## src/design/rsng_pkg.sv

```systemverilog
`timescale 1ns / 1ps
// ----------------------------------------------------------------------------
// Stereo RMS noise gate package
// Shared constants, register map, sequencer states and the command and status
// groups that pass between the controller and the datapath.
// ----------------------------------------------------------------------------
package rsng_pkg;

  localparam int WINDOW_DEPTH_DEF = 64;
  localparam int SAMPLE_WIDTH_DEF = 16;

  // Gate gain is unsigned Q1.15; one is held exactly.
  localparam int          GAIN_W   = 16;
  localparam logic [15:0] GAIN_ONE = 16'h8000;

  // Fraction bits of sample * gain (Q1.15) * makeup (Q5.10).
  localparam int OUT_FRAC = 25;

  localparam int STEP_W   = 16;
  localparam int LEVEL_W  = 16;
  localparam int MAKEUP_W = 15;

  localparam int CFG_IDX_W  = 3;
  localparam int CFG_DATA_W = 16;

  localparam logic [STEP_W-1:0]   ATTACK_RST    = 16'd14;
  localparam logic [STEP_W-1:0]   RELEASE_RST   = 16'd7;
  localparam logic [LEVEL_W-1:0]  THRESHOLD_RST = 16'd33;
  localparam logic [MAKEUP_W-1:0] MAKEUP_RST    = 15'd1024;
  localparam logic [GAIN_W-1:0]   MIN_GAIN_RST  = 16'd0;

  typedef enum logic [CFG_IDX_W-1:0] {
    CFG_ATTACK    = 3'd0,
    CFG_RELEASE   = 3'd1,
    CFG_THRESHOLD = 3'd2,
    CFG_MAKEUP    = 3'd3,
    CFG_MIN_GAIN  = 3'd4,
    CFG_SIDECHAIN = 3'd5,
    CFG_INVERTED  = 3'd6
  } cfg_idx_e;

  typedef struct packed {
    logic [STEP_W-1:0]   attack_step;
    logic [STEP_W-1:0]   release_step;
    logic [LEVEL_W-1:0]  threshold_level;
    logic [MAKEUP_W-1:0] makeup_gain;
    logic [GAIN_W-1:0]   min_gate_gain;
    logic                sidechain_mode;
    logic                inverted_mode;
  } cfg_t;

  typedef enum logic [2:0] {
    ST_IDLE,
    ST_SQUARE,
    ST_SUM,
    ST_COMPARE,
    ST_GAIN,
    ST_MUL_GAIN,
    ST_MUL_MAKEUP,
    ST_ROUND
  } state_e;

  typedef struct packed {
    logic in_ready;
    logic load;
    logic square;
    logic sum;
    logic compare;
    logic gain;
    logic mul_gain;
    logic mul_makeup;
    logic emit;
  } cmd_t;

  typedef struct packed {
    logic in_valid;
    logic out_free;
  } status_t;

endpackage

```

## src/design/rsng_if.sv

```systemverilog


interface rsng_cfg_if;
  logic                            valid;
  logic                            ready;
  logic [rsng_pkg::CFG_IDX_W-1:0]  reg_index;
  logic [rsng_pkg::CFG_DATA_W-1:0] wdata;

  modport source (output valid, reg_index, wdata, input ready);
  modport sink   (input valid, reg_index, wdata, output ready);
endinterface

```

## src/design/rsng_cfg.sv

```systemverilog
`timescale 1ns / 1ps
// ----------------------------------------------------------------------------
// Register file
// Holds the gate settings; writes to unused indexes are dropped.
// ----------------------------------------------------------------------------
module rsng_cfg (
  input  logic           clk_i,
  input  logic           rst_ni,
  rsng_cfg_if.sink       cfg_i,
  output rsng_pkg::cfg_t cfg_o
);

  rsng_pkg::cfg_t cfg_q;

  assign cfg_i.ready = 1'b1;
  assign cfg_o       = cfg_q;

  always_ff @(posedge clk_i or negedge rst_ni) begin
    if (!rst_ni) begin
      cfg_q.attack_step     <= rsng_pkg::ATTACK_RST;
      cfg_q.release_step    <= rsng_pkg::RELEASE_RST;
      cfg_q.threshold_level <= rsng_pkg::THRESHOLD_RST;
      cfg_q.makeup_gain     <= rsng_pkg::MAKEUP_RST;
      cfg_q.min_gate_gain   <= rsng_pkg::MIN_GAIN_RST;
      cfg_q.sidechain_mode  <= 1'b0;
      cfg_q.inverted_mode   <= 1'b0;
    end else if (cfg_i.valid) begin
      unique case (rsng_pkg::cfg_idx_e'(cfg_i.reg_index))
        rsng_pkg::CFG_ATTACK:    cfg_q.attack_step     <= cfg_i.wdata;
        rsng_pkg::CFG_RELEASE:   cfg_q.release_step    <= cfg_i.wdata;
        rsng_pkg::CFG_THRESHOLD: cfg_q.threshold_level <= cfg_i.wdata;
        rsng_pkg::CFG_MAKEUP:
          cfg_q.makeup_gain <= cfg_i.wdata[rsng_pkg::MAKEUP_W-1:0];
        rsng_pkg::CFG_MIN_GAIN:  cfg_q.min_gate_gain   <= cfg_i.wdata;
        rsng_pkg::CFG_SIDECHAIN: cfg_q.sidechain_mode  <= cfg_i.wdata[0];
        rsng_pkg::CFG_INVERTED:  cfg_q.inverted_mode   <= cfg_i.wdata[0];
        default: ;
      endcase
    end
  end

endmodule

```

## src/flat_wrapper.sv

```systemverilog
// flat-port wrapper written by rule: the top's interface ports become plain ports
module rsng_cfg_flat 
  (clk_i, rst_ni, cfg_o, cfg_i_valid, cfg_i_reg_index, cfg_i_wdata, cfg_i_ready);
  rsng_cfg_if cfg_i_i ();
  input  logic clk_i;
  input  logic rst_ni;
  output rsng_pkg::cfg_t cfg_o;
  input wire logic [$bits(cfg_i_i.valid)-1:0] cfg_i_valid;
  input wire logic [$bits(cfg_i_i.reg_index)-1:0] cfg_i_reg_index;
  input wire logic [$bits(cfg_i_i.wdata)-1:0] cfg_i_wdata;
  output wire logic [$bits(cfg_i_i.ready)-1:0] cfg_i_ready;
  assign cfg_i_i.valid = cfg_i_valid;
  assign cfg_i_i.reg_index = cfg_i_reg_index;
  assign cfg_i_i.wdata = cfg_i_wdata;
  assign cfg_i_ready = cfg_i_i.ready;
  rsng_cfg u_core (.clk_i(clk_i), .rst_ni(rst_ni), .cfg_i(cfg_i_i), .cfg_o(cfg_o));
endmodule
```

## config.mk

```make
export PLATFORM = sky130hd
export DESIGN_NAME = rsng_cfg_flat
export DESIGN_NICKNAME = d
export VERILOG_FILES = /design/src/design/rsng_pkg.sv /design/src/design/rsng_if.sv /design/src/design/rsng_cfg.sv /design/src/flat_wrapper.sv
export SDC_FILE = /design/constraint.sdc
export NUM_CORES = 1
export LEC_CHECK = 0
export ABC_AREA = 1
export BUFFER_PORTS_ARGS = -buffer_cell sky130_fd_sc_hd__buf_2
export CORE_MARGIN = 3
export CORE_UTILIZATION = 30
export CTS_CLUSTER_DIAMETER = 120
export DETAILED_ROUTE_END_ITERATION = 16
export SKIP_CTS_REPAIR_TIMING = 1
export SYNTH_ARGS = -nofsm -noshare
export SYNTH_HDL_FRONTEND = slang
export SYNTH_SLANG_ARGS = --single-unit
export TNS_END_PERCENT = 5
```

## constraint.sdc

```tcl
create_clock -name clk_i -period 0.96 [get_ports clk_i]
set_clock_uncertainty 0.1 [all_clocks]
set_input_delay 0.192 -clock clk_i [delete_from_list [all_inputs] [get_ports clk_i]]
set_output_delay 0.192 -clock clk_i [all_outputs]
set_load 0.005 [all_outputs]
```

==> flow_metrics.env <==
export IMPL_vias_in_the_first_global_route=2661
export IMPL_fin_nets=499
export IMPL_worst_setup_path_type="register to output port"
export IMPL_insertedDiodeCount=0
export IMPL_synthesis_instances=365
export IMPL_worst_path_largest_cell_delay_ns=0.55
export IMPL_pwr_share_clk_pct=28.5
export IMPL_number_of_sinks_on_the_clock_net=81
export IMPL_fmax_mhz=774
export IMPL_dr_pass1_iters=7
export IMPL_die_height_um=111
export IMPL_dpl_instance_area_um2=4050
export IMPL_max_cap_violations=0
export IMPL_startpoint_type="register"
export IMPL_die_width_um=111
export IMPL_power_report_internal_total_w=0.00620
export IMPL_site_rows=37
export IMPL_hpwlAfterDp_mm=6.90
export IMPL_clock_tree_from_tritoncts="done"
export IMPL_layout_commonest_cell="sky130_fd_sc_hd__nand2_1"
export IMPL_worstPathRequired_ns=0.67
export IMPL_maximum_number_of_pins_on_one_net_before_global_route_repair=36
export IMPL_timing_final_setup_violations=81
export IMPL_seqPwrFrac_pct=51.3
export IMPL_first_pass_grt_wire_length_mm=15.0
export IMPL_dr_first_iter_drc_count=144
export IMPL_part_of_the_yosys_area_used_for_sequential_elements_pct=61.9
export IMPL_htreeDepth=3
export IMPL_largest_register_ffs=81
export IMPL_yosysUniqueCellTypes=15
export IMPL_timing_hold_worst_class="primary input to register"
export IMPL_leakage_nw=2.42
export IMPL_setup_total_negative_slack_ns=-17.01
export IMPL_post_drt_wl_per_cell_um=14.9
export IMPL_sw_frac_of_total_pct=29.0
export IMPL_clock_latency_ns=0.34
export IMPL_end_kind="output port"
export IMPL_cpMaxStageDelayCell="sky130_fd_sc_hd__dfstp_2"
export IMPL_core_region_area_um2=10500
export IMPL_route_detailed_drc=0
export IMPL_start_util_pct=31.3
export IMPL_most_common_layout_cells="sky130_fd_sc_hd__nand2_1 (183), sky130_fd_sc_hd__buf_2 (97), sky130_fd_sc_hd__dfrtp_1 (72), sky130_fd_sc_hd__nand3_1 (66), sky130_fd_sc_hd__buf_4 (11)"
export IMPL_avgViaCountPerCell=4.56
export IMPL_outcome="finished, violations left"
export IMPL_path_clk_slew_ns=0.08
export IMPL_areaGrowthSynthToFinish_pct=30.5
export IMPL_antenna_left=0
export IMPL_place_port_buffers=102
export IMPL_kind_of_cell_with_the_highest_combined_delay_on_the_critical_path="flip-flops"
export IMPL_layout_drive_gt1_share_pct=32.2
export IMPL_layout_filler_cells=1066
export IMPL_violations="setup timing"
export IMPL_postSynthRegisterBits=81
export IMPL_synth_largest_type_area_fraction_pct=54.8
export IMPL_net_switching_power_w=0.00254
export IMPL_syn_avg_cell_area_um2=9.02
export IMPL_syn_nets=387
export IMPL_synth_top_cell_by_area="sky130_fd_sc_hd__dfrtp_1"
export IMPL_multi_input_comb_area_um2=1110
export IMPL_clock_path_buffers=2
export IMPL_cts_made_buffers=9
export IMPL_fin_util_pct=40.9
export IMPL_p_comb_share_pct=20.3
export IMPL_area_sequential_um2=2040
export IMPL_timing_final_crit_share_pct=135
export IMPL_layout_setup_ws_ns=-0.332
export IMPL_cts_root_buffer_cell="sky130_fd_sc_hd__clkbuf_8"
export IMPL_synthesis_area_um2=3290
export IMPL_rsz_0062_raised_after_global_routing="yes"
export IMPL_global_route_usage_total_pct=15.5
export IMPL_gp_congestion=0.822
export IMPL_dp_slack_ns=-0.266
export IMPL_crit_path_cell_trace="buf_2"
export IMPL_minimum_clock_period_ns=1.29
export IMPL_cp_arrival_ns=1.00
export IMPL_yosys_top_cells_area="sky130_fd_sc_hd__dfrtp_1 (55%), sky130_fd_sc_hd__nand2_1 (21%), sky130_fd_sc_hd__nand3_1 (10%)"
export IMPL_slew_violations=0
export IMPL_timing_critical_path_buf_inv=1
export IMPL_post_route_cell_area_um2=4290
export IMPL_grt_remaining_overflow=0
export IMPL_io_pin_count=104
export IMPL_critical_path_peak_fanout=2
export IMPL_fp_dieArea_um2=12300
export IMPL_route_vias_total=2821
export IMPL_ys_warn_count=0
export IMPL_totalWireLength_mm=9.24
export IMPL_antenna_found_initial=0
export IMPL_report_final_hold_viol_count=0
export IMPL_powerDensity_nw_per_um2=2030
export IMPL_vdd_ir_drop_max_mv=0.938
export IMPL_totalPowerFinal_w=0.00873
[power by group through the flow]
stage	Combinational, W	Sequential [W]	Clock [W]
after floorplan	0.000642	0.00455	0
after global placement	0.00174	0.00452	0
after detailed placement	0.00179	0.00453	0
after CTS	0.00179	0.00447	0.00259
after global routing	0.00201	0.00456	0.00274
final	0.00177	0.00448	0.00248
[cell families after synthesis]
kind of cell	after synthesis	synth area share (%)
other	1	0.114
flip-flops	81	61.9
buffers and inverters	25	4.45
AND/OR/NAND/NOR	258	33.5
[synth_stat cells]
cell,instances
sky130_fd_sc_hd__nor2_8,1
sky130_fd_sc_hd__nand2_1,183
sky130_fd_sc_hd__nor2_4,3
sky130_fd_sc_hd__nand2_2,4
sky130_fd_sc_hd__conb_1,1
sky130_fd_sc_hd__nor2_2,1
sky130_fd_sc_hd__inv_2,4
sky130_fd_sc_hd__inv_1,2
sky130_fd_sc_hd__clkbuf_1,1
sky130_fd_sc_hd__buf_2,9
sky130_fd_sc_hd__nand3_1,66
sky130_fd_sc_hd__buf_6,2
sky130_fd_sc_hd__buf_4,7
sky130_fd_sc_hd__dfrtp_1,72
sky130_fd_sc_hd__dfstp_2,9
[routing by layer]
layer | vias up | GRT usage (%) | wire length [um]
li1 | 1374 | - | -
met1 | 1318 | 20.7 | 4030
met2 | 118 | 24.7 | 4400
met3 | 11 | 4.80 | 698
met4 | 0 | 3.61 | 104
met5 | - | 0 | 0
[per-stage QoR]
stage	hold slack [ns]	instances
floorplan	-0.204	365
global placement	-0.0336	600
detailed placement	-0.0367	600
CTS	-0.423	616
global route	0.0123	618
finish	0.0225	618
[layout make-up]
class                      count  area share, %
tap                          136           3.96
inverter                       6          0.525
clock inverter                 5           1.31
clock buffer                  11           3.29
multi-input combinational    259           25.9
timing repair buffer         120           17.5
sequential                    81           47.5
[worst paths after layout]
| check | start | end | slack, ns | cells after the start |
|---|---|---|---|---|
| worst max-delay path | u_core.cfg_o[33] | cfg_o[33] | -0.33 | 1 |
| worst min-delay path | cfg_i_wdata[2] | u_core.cfg_o[51] | 0.02 | 3 |
| worst max register to register | u_core.cfg_o[49] | u_core.cfg_o[49] | 0.13 | 2 |
| worst min register to register | u_core.cfg_o[50] | u_core.cfg_o[50] | 0.37 | 2 |
| max in group asynchronous | rst_ni | u_core.cfg_o[49] | 0.15 | 3 |
| min in group asynchronous | rst_ni | u_core.cfg_o[2] | 0.14 | 2 |
Note: power is estimated with default switching activity, not from simulation.
