**src/design/rsng_pkg.sv**
```systemverilog
`timescale 1ns / 1ps
// ----------------------------------------------------------------------------
// Stereo RMS noise gate package
// Shared constants, register map, sequencer states and the command and status
// groups that pass between the controller and the datapath.
// ----------------------------------------------------------------------------
package rsng_pkg;

  localparam int WINDOW_DEPTH_DEF = 64;
  localparam int SAMPLE_WIDTH_DEF = 16;

  // Gate gain is unsigned Q1.15; one is held exactly.
  localparam int          GAIN_W   = 16;
  localparam logic [15:0] GAIN_ONE = 16'h8000;

  // Fraction bits of sample * gain (Q1.15) * makeup (Q5.10).
  localparam int OUT_FRAC = 25;

  localparam int STEP_W   = 16;
  localparam int LEVEL_W  = 16;
  localparam int MAKEUP_W = 15;

  localparam int CFG_IDX_W  = 3;
  localparam int CFG_DATA_W = 16;

  localparam logic [STEP_W-1:0]   ATTACK_RST    = 16'd14;
  localparam logic [STEP_W-1:0]   RELEASE_RST   = 16'd7;
  localparam logic [LEVEL_W-1:0]  THRESHOLD_RST = 16'd33;
  localparam logic [MAKEUP_W-1:0] MAKEUP_RST    = 15'd1024;
  localparam logic [GAIN_W-1:0]   MIN_GAIN_RST  = 16'd0;

  typedef enum logic [CFG_IDX_W-1:0] {
    CFG_ATTACK    = 3'd0,
    CFG_RELEASE   = 3'd1,
    CFG_THRESHOLD = 3'd2,
    CFG_MAKEUP    = 3'd3,
    CFG_MIN_GAIN  = 3'd4,
    CFG_SIDECHAIN = 3'd5,
    CFG_INVERTED  = 3'd6
  } cfg_idx_e;

  typedef struct packed {
    logic [STEP_W-1:0]   attack_step;
    logic [STEP_W-1:0]   release_step;
    logic [LEVEL_W-1:0]  threshold_level;
    logic [MAKEUP_W-1:0] makeup_gain;
    logic [GAIN_W-1:0]   min_gate_gain;
    logic                sidechain_mode;
    logic                inverted_mode;
  } cfg_t;

  typedef enum logic [2:0] {
    ST_IDLE,
    ST_SQUARE,
    ST_SUM,
    ST_COMPARE,
    ST_GAIN,
    ST_MUL_GAIN,
    ST_MUL_MAKEUP,
    ST_ROUND
  } state_e;

  typedef struct packed {
    logic in_ready;
    logic load;
    logic square;
    logic sum;
    logic compare;
    logic gain;
    logic mul_gain;
    logic mul_makeup;
    logic emit;
  } cmd_t;

  typedef struct packed {
    logic in_valid;
    logic out_free;
  } status_t;

endpackage

```
**src/design/rsng_ctrl.sv**
```systemverilog
`timescale 1ns / 1ps
// ----------------------------------------------------------------------------
// Gate sequencer
// Steps one frame through square, sum, compare, gain ramp, two multiplier
// stages and rounding.
// ----------------------------------------------------------------------------
module rsng_ctrl (
  input  logic              clk_i,
  input  logic              rst_ni,
  input  rsng_pkg::status_t status_i,
  output rsng_pkg::cmd_t    cmd_o
);

  rsng_pkg::state_e state_q;
  rsng_pkg::state_e state_d;

  always_ff @(posedge clk_i or negedge rst_ni) begin
    if (!rst_ni) begin
      state_q <= rsng_pkg::ST_IDLE;
    end else begin
      state_q <= state_d;
    end
  end

  always_comb begin
    state_d = state_q;
    cmd_o   = '0;
    unique case (state_q)
      rsng_pkg::ST_IDLE: begin
        cmd_o.in_ready = 1'b1;
        if (status_i.in_valid) begin
          cmd_o.load = 1'b1;
          state_d    = rsng_pkg::ST_SQUARE;
        end
      end
      rsng_pkg::ST_SQUARE: begin
        cmd_o.square = 1'b1;
        state_d      = rsng_pkg::ST_SUM;
      end
      rsng_pkg::ST_SUM: begin
        cmd_o.sum = 1'b1;
        state_d   = rsng_pkg::ST_COMPARE;
      end
      rsng_pkg::ST_COMPARE: begin
        cmd_o.compare = 1'b1;
        state_d       = rsng_pkg::ST_GAIN;
      end
      rsng_pkg::ST_GAIN: begin
        cmd_o.gain = 1'b1;
        state_d    = rsng_pkg::ST_MUL_GAIN;
      end
      rsng_pkg::ST_MUL_GAIN: begin
        cmd_o.mul_gain = 1'b1;
        state_d        = rsng_pkg::ST_MUL_MAKEUP;
      end
      rsng_pkg::ST_MUL_MAKEUP: begin
        cmd_o.mul_makeup = 1'b1;
        state_d          = rsng_pkg::ST_ROUND;
      end
      rsng_pkg::ST_ROUND: begin
        // Hold the finished frame until the output register can take it.
        if (status_i.out_free) begin
          cmd_o.emit = 1'b1;
          state_d    = rsng_pkg::ST_IDLE;
        end
      end
      default: state_d = rsng_pkg::ST_IDLE;
    endcase
  end

endmodule

```
**config.mk**
```make
export PLATFORM = sky130hd
export DESIGN_NAME = rsng_ctrl
export DESIGN_NICKNAME = d
export VERILOG_FILES = /design/src/design/rsng_pkg.sv /design/src/design/rsng_ctrl.sv
export SDC_FILE = /design/constraint.sdc
export NUM_CORES = 1
export LEC_CHECK = 0
export ABC_AREA = 1
export BUFFER_PORTS_ARGS = -buffer_cell sky130_fd_sc_hd__buf_2
export CAP_MARGIN = 20
export CORE_AREA = 2 2 39 41
export DETAILED_ROUTE_END_ITERATION = 10
export DIE_AREA = 0 0 41 43
export PLACE_DENSITY_LB_ADDON = 0.1
export SLEW_MARGIN = 20
export SYNTH_ARGS = -nofsm -noshare
export SYNTH_HDL_FRONTEND = slang
export SYNTH_SLANG_ARGS = --single-unit
export TNS_END_PERCENT = 1
```
**constraint.sdc**
```tcl
create_clock -name clk_i -period 2.1 [get_ports clk_i]
set_clock_uncertainty 0.15 [all_clocks]
set_input_delay 0.105 -clock clk_i [delete_from_list [all_inputs] [get_ports clk_i]]
set_output_delay 0.105 -clock clk_i [all_outputs]
set_load 0.1 [all_outputs]
```
==> impl_metrics.csv, run 1 <==
group,metric,value,unit
placed_design,place_ws,0.5390,ns
die,die-area,1763,sq um
cells_and_area,diodes,0,
cells_and_area,design_area,434.2,sq um
detailed_routing,via_per_inst,3.763,
grt,grt_util_all_layers,8.551,%
die,rows,14,
clock_network,ctsResizeCount,0,
yosys,avgSynthCellArea,6.803,sq um
yosys,yosys_warnings,0,
sta,period_needed,1.783,ns
detailed_routing,drtIter0Drc,3,
grt,grt_pass1_vias,271,
clock_network,root_buffer,"clkbuf_4",
outcome,status,"finished, final reports clean",
yosys,ys_top_cells_by_area,"dfrtp_1 23%, ha_1 15%, inv_1 13%",
grt,grt-ovfl-total,0,
sta,worstMarginPinSlew,0.4854,ns
sta,slew_viol_final,0,
setup_path,r2r.worst_path.cells,6,
worst_hold_path,holdCritStartpoint,"status_i[1]",
clock_network,cts_buffers,3,
setup_path,crit_path_start,"state_q[0]$_DFFE_PN0P_",
cells_and_area,reg.largest.list,"state_q x3",
detailed_routing,ant_nets,0,
job,cap_violations,0,
cells_and_area,regArea,75.07,sq um
sta,rsz0062_at_grt,"no",
cells_and_area,top_register,"state_q",
detailed_routing,routed_wl,607,um
grt,antenna_found_initial,0,
yosys,synthSimpleGateAreaFrac,35.25,%
cells_and_area,nets,73,
yosys,synth_xor_xnor_area_share,0,%
grt,grt_pass1_wl,1000,um
detailed_routing,via_count,301,
yosys,synth_top_area_share,22.99,%
yosys,async_flop_share,100.0,%
yosys,synth_compound_area_share,6.130,%
placed_design,gp_congestion,0.6365,
setup_path,regToRegSetupSlack,0.75,ns
setup_path,critPathCaptureType,"primary output",
detailed_routing,drc,0,
cells_and_area,largest_reg_flops,3,
clock_network,ctsLongestPathBuffers,2,
sta,finalSetupViolCount,0,
setup_path,required,1.85,ns
yosys,synthMuxAreaShare,0,%
setup_path,start_kind,"flip-flop",
detailed_routing,drtPass1Iterations,3,
worst_hold_path,hold_depth,4,
yosys,synth_top_family_by_area,"simple AND/OR/NAND/NOR gates",
die,die_h,43,um
die,start_util,23.60,%
die,die_w,41,um
sta,fmaxAchievable,0.5608,GHz
yosys,synth_edf_count,0,
sta,relSlewSlack,67.86,%
placed_design,dp_cells,75,
setup_path,path_max_fanout,4,
setup_path,critPathKind,"reg -> out",
yosys,ys.flop_type,"dfrtp_1",
cells_and_area,drive_gt1_share,40.63,%
yosys,yosysTopAreaCell,"dfrtp_1",
sta,hold_viol_final,0,
setup_path,cp.arrival,1.53,ns
clock_network,clkTransAtPathRegs,0.03,ns
setup_path,r2r_start,"state_q[0]$_DFFE_PN0P_",
cells_and_area,synthToLayoutAreaGrowth,32.95,%
yosys,ys_seq_area_share,22.99,%
sta,fin_setup_tns,0,ns
worst_hold_path,hp-class,"in -> reg",
clock_network,post_cts_buffers,0,
clock_network,clock-sinks,3,
yosys,syn_area,326.6,sq um
yosys,synthAdderAreaFrac,15.33,%
sta,setup_ws,0.3169,ns
cells_and_area,fin_cells,80,
placed_design,io_buffers,12,
die,core-area,1384,sq um
yosys,synthTopCellsByCount,"11 x inv_1, 11 x nand2_1, 5 x nor2_1",
sta,layout_worst_path_cycle_share,84.91,%
grt,grt_max_degree,9,
clock_network,h-tree-depth,1,
placed_design,placed_area,397.9,sq um
detailed_routing,wl_per_cell,7.588,um
yosys,ys_seq_elements,3,
die,io_pins,13,
cells_and_area,fill_cells,171,
yosys,synth_cells,48,
yosys,synth_cell_type_count,15,
clock_network,cts_tree,"yes",
cells_and_area,multi_input_area,187.7,sq um
clock_network,insertion_delay,0.22,ns
yosys,synth_nets,56,
placed_design,place_hpwl,551,um
==> stage by stage <==
stage / util, % / hold WS, ns
floorplan: - / -0.3406
global placement: 28.75 / -0.2472
detailed placement: 28.75 / -0.2487
CTS: 31.37 / 0.03139
global route: 31.37 / 0.05888
finish: 31.37 / 0.03204
==> final timing paths <==
| path | end |
|---|---|
| worst min register to register | state_q[1]$_DFFE_PN0P_ |
| max in group asynchronous | state_q[2]$_DFFE_PN0P_ |
| worst min-delay path | state_q[1]$_DFFE_PN0P_ |
| min in group asynchronous | state_q[0]$_DFFE_PN0P_ |
| worst max-delay path | cmd_o[7] |
| worst max register to register | state_q[2]$_DFFE_PN0P_ |
==> routing by layer <==
layer  up-vias  global-route usage [%]  routed length [um]
met5         -                       0                   0
met1       127                   9.709                 282
li1        168                       -                   -
met3         0                   3.141                  30
met4         0                   4.000                   0
met2         6                   13.44                 294
==> what timing repair did <==
item | 4_1_cts | 5_1_grt
endpoints found under the setup margin | 0 | 0
hold endpoints to repair | 3 | 0
hold buffers | 1 | 0
==> critical path: stages, from the launching register on <==
cell,delay (ns)
dfrtp_1,0.40
inv_1,0.10
ha_1,0.23
nand2_4,0.09
nor2_2,0.07
buf_2,0.42
==> layout by cell type, fill, tap and decap left out <==
master,n
buf_2,12
inv_1,11
nand2_1,11
nor2_1,4
ha_1,4
nand3_1,3
clkbuf_4,3
dfrtp_1,3
nand2_2,2
inv_2,2
nor2_2,2
inv_4,1
nand2_4,1
nand3_2,1
o21ai_2,1
o21bai_2,1
clkbuf_1,1
dlygate4sd3_1,1
==> cell type report <==
cell class	count	share of cell area (%)
multi-input cells	30	43.23
flip-flops and latches	3	17.29
repair buffers	13	16.14
inverters	14	12.68
clock buffers	4	6.052
well taps	16	4.611
==> cell families after synthesis <==
logic type | Yosys count
simple gates | 24
buf+inv | 15
flops | 3
compound gates | 2
fa+ha+maj | 4
Power of run 1 is left out: the tool's default activity adds up to more than one toggle a clock period on the data nets, which glitch-free logic cannot reach.
==> run 2: changes to the inputs <==
- clock period: 2.1 -> 1.9 ns (I/O delays scaled with it)
==> impl_metrics.csv, run 2 (same netlist as run 1, synthesis figures left out) <==
group,metric,value,unit
setup_path,critPathCaptureType,"primary output",
cells_and_area,fill_cells,171,
die,die_w,41,um
placed_design,gp_congestion,0.6368,
clock_network,clkTransAtPathRegs,0.04,ns
cells_and_area,layout_common_cells,"11 x inv_1, 11 x nand2_1, 11 x buf_2",
cells_and_area,synthToLayoutAreaGrowth,33.72,%
die,start_util,23.60,%
setup_path,cp.arrival,1.52,ns
sta,period_needed,1.765,ns
sta,finalSetupViolCount,0,
grt,grt_pass1_wl,1062,um
cells_and_area,top_register,"state_q",
cells_and_area,nets,73,
cells_and_area,design_area,436.7,sq um
detailed_routing,drtPass1Iterations,4,
die,rows,14,
sta,worstMarginPinSlew,0.4894,ns
setup_path,regToRegSetupSlack,0.55,ns
sta,relSlewSlack,67.60,%
setup_path,r2r.worst_path.cells,6,
sta,rsz0062_at_grt,"no",
placed_design,placed_area,397.9,sq um
setup_path,rr_endpoint,"state_q[2]$_DFFE_PN0P_",
grt,antenna_found_initial,0,
setup_path,critPathKind,"reg -> out",
cells_and_area,reg.largest.list,"state_q x3",
worst_hold_path,hold_depth,4,
setup_path,start_kind,"flip-flop",
clock_network,root_buffer,"clkbuf_4",
sta,layout_worst_path_cycle_share,92.90,%
detailed_routing,routed_wl,633,um
setup_path,path_max_fanout,4,
grt,grt-ovfl-total,0,
die,io_pins,13,
clock_network,ctsLongestPathBuffers,2,
detailed_routing,via_count,305,
setup_path,required,1.65,ns
sta,slew_viol_final,0,
setup_path,r2r_start,"state_q[0]$_DFFE_PN0P_",
detailed_routing,ant_nets,0,
cells_and_area,diodes,0,
cells_and_area,drive_gt1_share,40.63,%
die,die_h,43,um
grt,grt_pass1_vias,266,
worst_hold_path,hp-class,"in -> reg",
die,core-area,1384,sq um
outcome,status,"finished, final reports clean",
worst_hold_path,hold_path_end,"state_q[1]$_DFFE_PN0P_",
cells_and_area,utilization,31.56,%
clock_network,cts_buffers,3,
clock_network,clock-sinks,3,
clock_network,h-tree-depth,1,
placed_design,io_buffers,12,
detailed_routing,wl_per_cell,7.913,um
sta,fmaxAchievable,0.5665,GHz
clock_network,cts_tree,"yes",
worst_hold_path,holdCritStartpoint,"status_i[1]",
grt,grt_util_all_layers,9.457,%
sta,hold_viol_final,0,
grt,grt_max_degree,9,
detailed_routing,drtIter0Drc,2,
die,die-area,1763,sq um
detailed_routing,via_per_inst,3.813,
cells_and_area,largest_reg_flops,3,
placed_design,place_hpwl,539.8,um
clock_network,insertion_delay,0.23,ns
job,cap_violations,0,
detailed_routing,drc,0,
-- run 2: cell types whose count changed in the layout (fill, tap and decap cells not counted), sizes merged --
cell	before	now
buf	12	11
clkbuf	4	5
-- run 2: how the worst max path moves through the flow --
stage,slack (ns),from,to
5_1_grt,0.01,state_q[0]$_DFFE_PN0P_,cmd_o[3]
3_5_place_dp,0.35,state_q[0]$_DFFE_PN0P_,cmd_o[7]
4_1_cts,0.09,state_q[0]$_DFFE_PN0P_,cmd_o[7]
6_report,0.13,state_q[0]$_DFFE_PN0P_,cmd_o[8]
2_1_floorplan,-0.27,state_q[0]$_DFFE_PN0P_,cmd_o[5]
3_3_place_gp,0.35,state_q[0]$_DFFE_PN0P_,cmd_o[7]
-- run 2: repair_timing --
action,4_1_cts,5_1_grt
buffers inserted,0,0
hold buffers,1,0
resized for setup,0,1
hold endpoints to repair,3,0
endpoints found under the setup margin,0,1
-- run 2: cell type report --
class	instances	area (sq um)	area share (%)
multi-input combinational	30	187.7	42.98
sequential	3	75.07	17.19
tap	16	20.02	4.585
inverter	14	55.05	12.61
timing repair buffer	13	72.57	16.62
clock buffer	4	26.28	6.017
-- run 2: metrics by stage --
stage | worst slack [ns] | setup TNS, ns | hold slack [ns] | std cells
2_1_floorplan | -0.2713 | -0.7751 | -0.3506 | 48
3_3_place_gp | 0.3523 | 0 | -0.2572 | 75
3_5_place_dp | 0.3471 | 0 | -0.2574 | 75
4_1_cts | 0.09079 | 0 | 0.01484 | 80
5_1_grt | 0.01153 | 0 | 0.02880 | 80
6_report | 0.1349 | 0 | 0.02254 | 80
-- run 2: critical path, cell delays in order (launching register included) --
cell and delay [ns]:
dfrtp_1 0.40, inv_1 0.09, ha_1 0.23, nand2_4 0.09
inv_2 0.06, buf_2 0.41
-- run 2: layer usage --
| layer | track usage, % | up-vias | wire length [um] |
|---|---|---|---|
| li1 | - | 169 | - |
| met1 | 11.00 | 128 | 280 |
| met2 | 13.13 | 8 | 314 |
| met3 | 3.141 | 0 | 38 |
| met4 | 8.000 | 0 | 0 |
| met5 | 0 | - | 0 |
Power of run 2 is left out for the same reason.
==> run 3: changes to the inputs <==
- clock period: 1.9 -> 2.3 ns (I/O delays scaled with it)
==> impl_metrics.csv, run 3 (same netlist as run 1, synthesis figures left out) <==
group,metric,value,unit
detailed_routing,drc,0,
sta,layout_worst_path_cycle_share,78.02,%
sta,hold_viol_final,0,
die,core-area,1384,sq um
detailed_routing,via_count,304,
die,die_w,41,um
worst_hold_path,hold_depth,4,
grt,grt_max_degree,9,
detailed_routing,routed_wl,592,um
cells_and_area,layout_common_cells,"12 x buf_2, 11 x inv_1, 11 x nand2_1, 5 x nor2_1, 4 x ha_1",
sta,period_needed,1.794,ns
setup_path,critPathKind,"reg -> out",
sta,rsz0062_at_grt,"no",
placed_design,place_hpwl,510,um
sta,setup_ws,0.5056,ns
cells_and_area,layout_commonest_cell,"buf_2",
job,cap_violations,0,
outcome,status,"finished, final reports clean",
grt,grt-ovfl-total,0,
clock_network,root_buffer,"clkbuf_4",
grt,antenna_found_initial,0,
clock_network,cts_tree,"yes",
clock_network,insertion_delay,0.23,ns
worst_hold_path,holdCritStartpoint,"status_i[1]",
worst_hold_path,hold_path_end,"state_q[1]$_DFFE_PN0P_",
die,rows,14,
cells_and_area,diodes,0,
clock_network,h-tree-depth,1,
cells_and_area,reg.largest.list,"state_q x3",
die,start_util,23.60,%
cells_and_area,utilization,31.19,%
setup_path,cp.arrival,1.53,ns
setup_path,path_max_fanout,4,
setup_path,required,2.04,ns
cells_and_area,largest_reg_flops,3,
setup_path,critPathCaptureType,"primary output",
setup_path,start_kind,"flip-flop",
clock_network,ctsResizeCount,0,
detailed_routing,ant_nets,0,
setup_path,regToRegSetupSlack,0.96,ns
setup_path,r2r.worst_path.cells,6,
clock_network,post_cts_buffers,0,
grt,grt_util_all_layers,9.265,%
clock_network,clock-sinks,3,
placed_design,io_buffers,12,
clock_network,cts_buffers,3,
sta,fmaxAchievable,0.5573,GHz
grt,grt_pass1_wl,1062,um
clock_network,ctsLongestPathBuffers,2,
worst_hold_path,hp-class,"in -> reg",
detailed_routing,drtIter0Drc,6,
die,die_h,43,um
detailed_routing,wl_per_cell,7.400,um
die,io_pins,13,
sta,fin_setup_tns,0,ns
die,die-area,1763,sq um
cells_and_area,fill_cells,151,
sta,worstMarginPinSlew,0.4852,ns
cells_and_area,design_area,431.7,sq um
placed_design,placed_area,395.4,sq um
cells_and_area,nets,73,
sta,slew_viol_final,0,
setup_path,crit_path_start,"state_q[0]$_DFFE_PN0P_",
placed_design,gp_congestion,0.6511,
setup_path,rr_endpoint,"state_q[2]$_DFFE_PN0P_",
sta,finalSetupViolCount,0,
clock_network,clkTransAtPathRegs,0.04,ns
cells_and_area,top_register,"state_q",
cells_and_area,synthToLayoutAreaGrowth,32.18,%
detailed_routing,drtPass1Iterations,4,
sta,relSlewSlack,67.87,%
placed_design,place_ws,0.7284,ns
cells_and_area,drive_gt1_share,39.06,%
grt,grt_pass1_vias,283,
clock_network,hold_buffers,1,
detailed_routing,via_per_inst,3.800,
setup_path,r2r_start,"state_q[0]$_DFFE_PN0P_",
[run 3: final cells by class]
class	count	area, sq um	area share (%)
Inverter	14	55.05	12.75
Tap cell	16	20.02	4.638
Clock buffer	4	26.28	6.087
Timing Repair Buffer	13	70.07	16.23
Multi-Input combinational cell	30	185.2	42.90
Sequential cell	3	75.07	17.39
[run 3: routing by layer]
| layer | part of all wire (%) | vias up | global-route usage (%) |
|---|---|---|---|
| met1 | 43 | 128 | 11.04 |
| met5 | 0 | - | 0 |
| met3 | 7.1 | 0 | 3.141 |
| li1 | - | 169 | - |
| met4 | 0 | 0 | 8.000 |
| met2 | 50 | 7 | 12.50 |
[run 3: worst max path at each step]
stage / endpoint / cells past startpoint
floorplan: cmd_o[7] / 4
global placement: cmd_o[7] / 5
detailed placement: cmd_o[7] / 5
CTS: cmd_o[7] / 5
global route: cmd_o[7] / 5
finish: cmd_o[7] / 5
[run 3: per-stage QoR]
stage	instances	hold WS, ns
final	80	0.03993
after global routing	80	0.05408
after CTS	80	0.03715
after detailed placement	75	-0.2379
after global placement	75	-0.2368
after floorplan	48	-0.3306
[run 3: critical path, cell delays in order, from the launching register on]
cell,delay (ns)
dfrtp_1,0.40
inv_1,0.09
ha_1,0.23
nand2_4,0.08
nor2_1,0.07
buf_2,0.42
Power of run 3 is left out for the same reason.
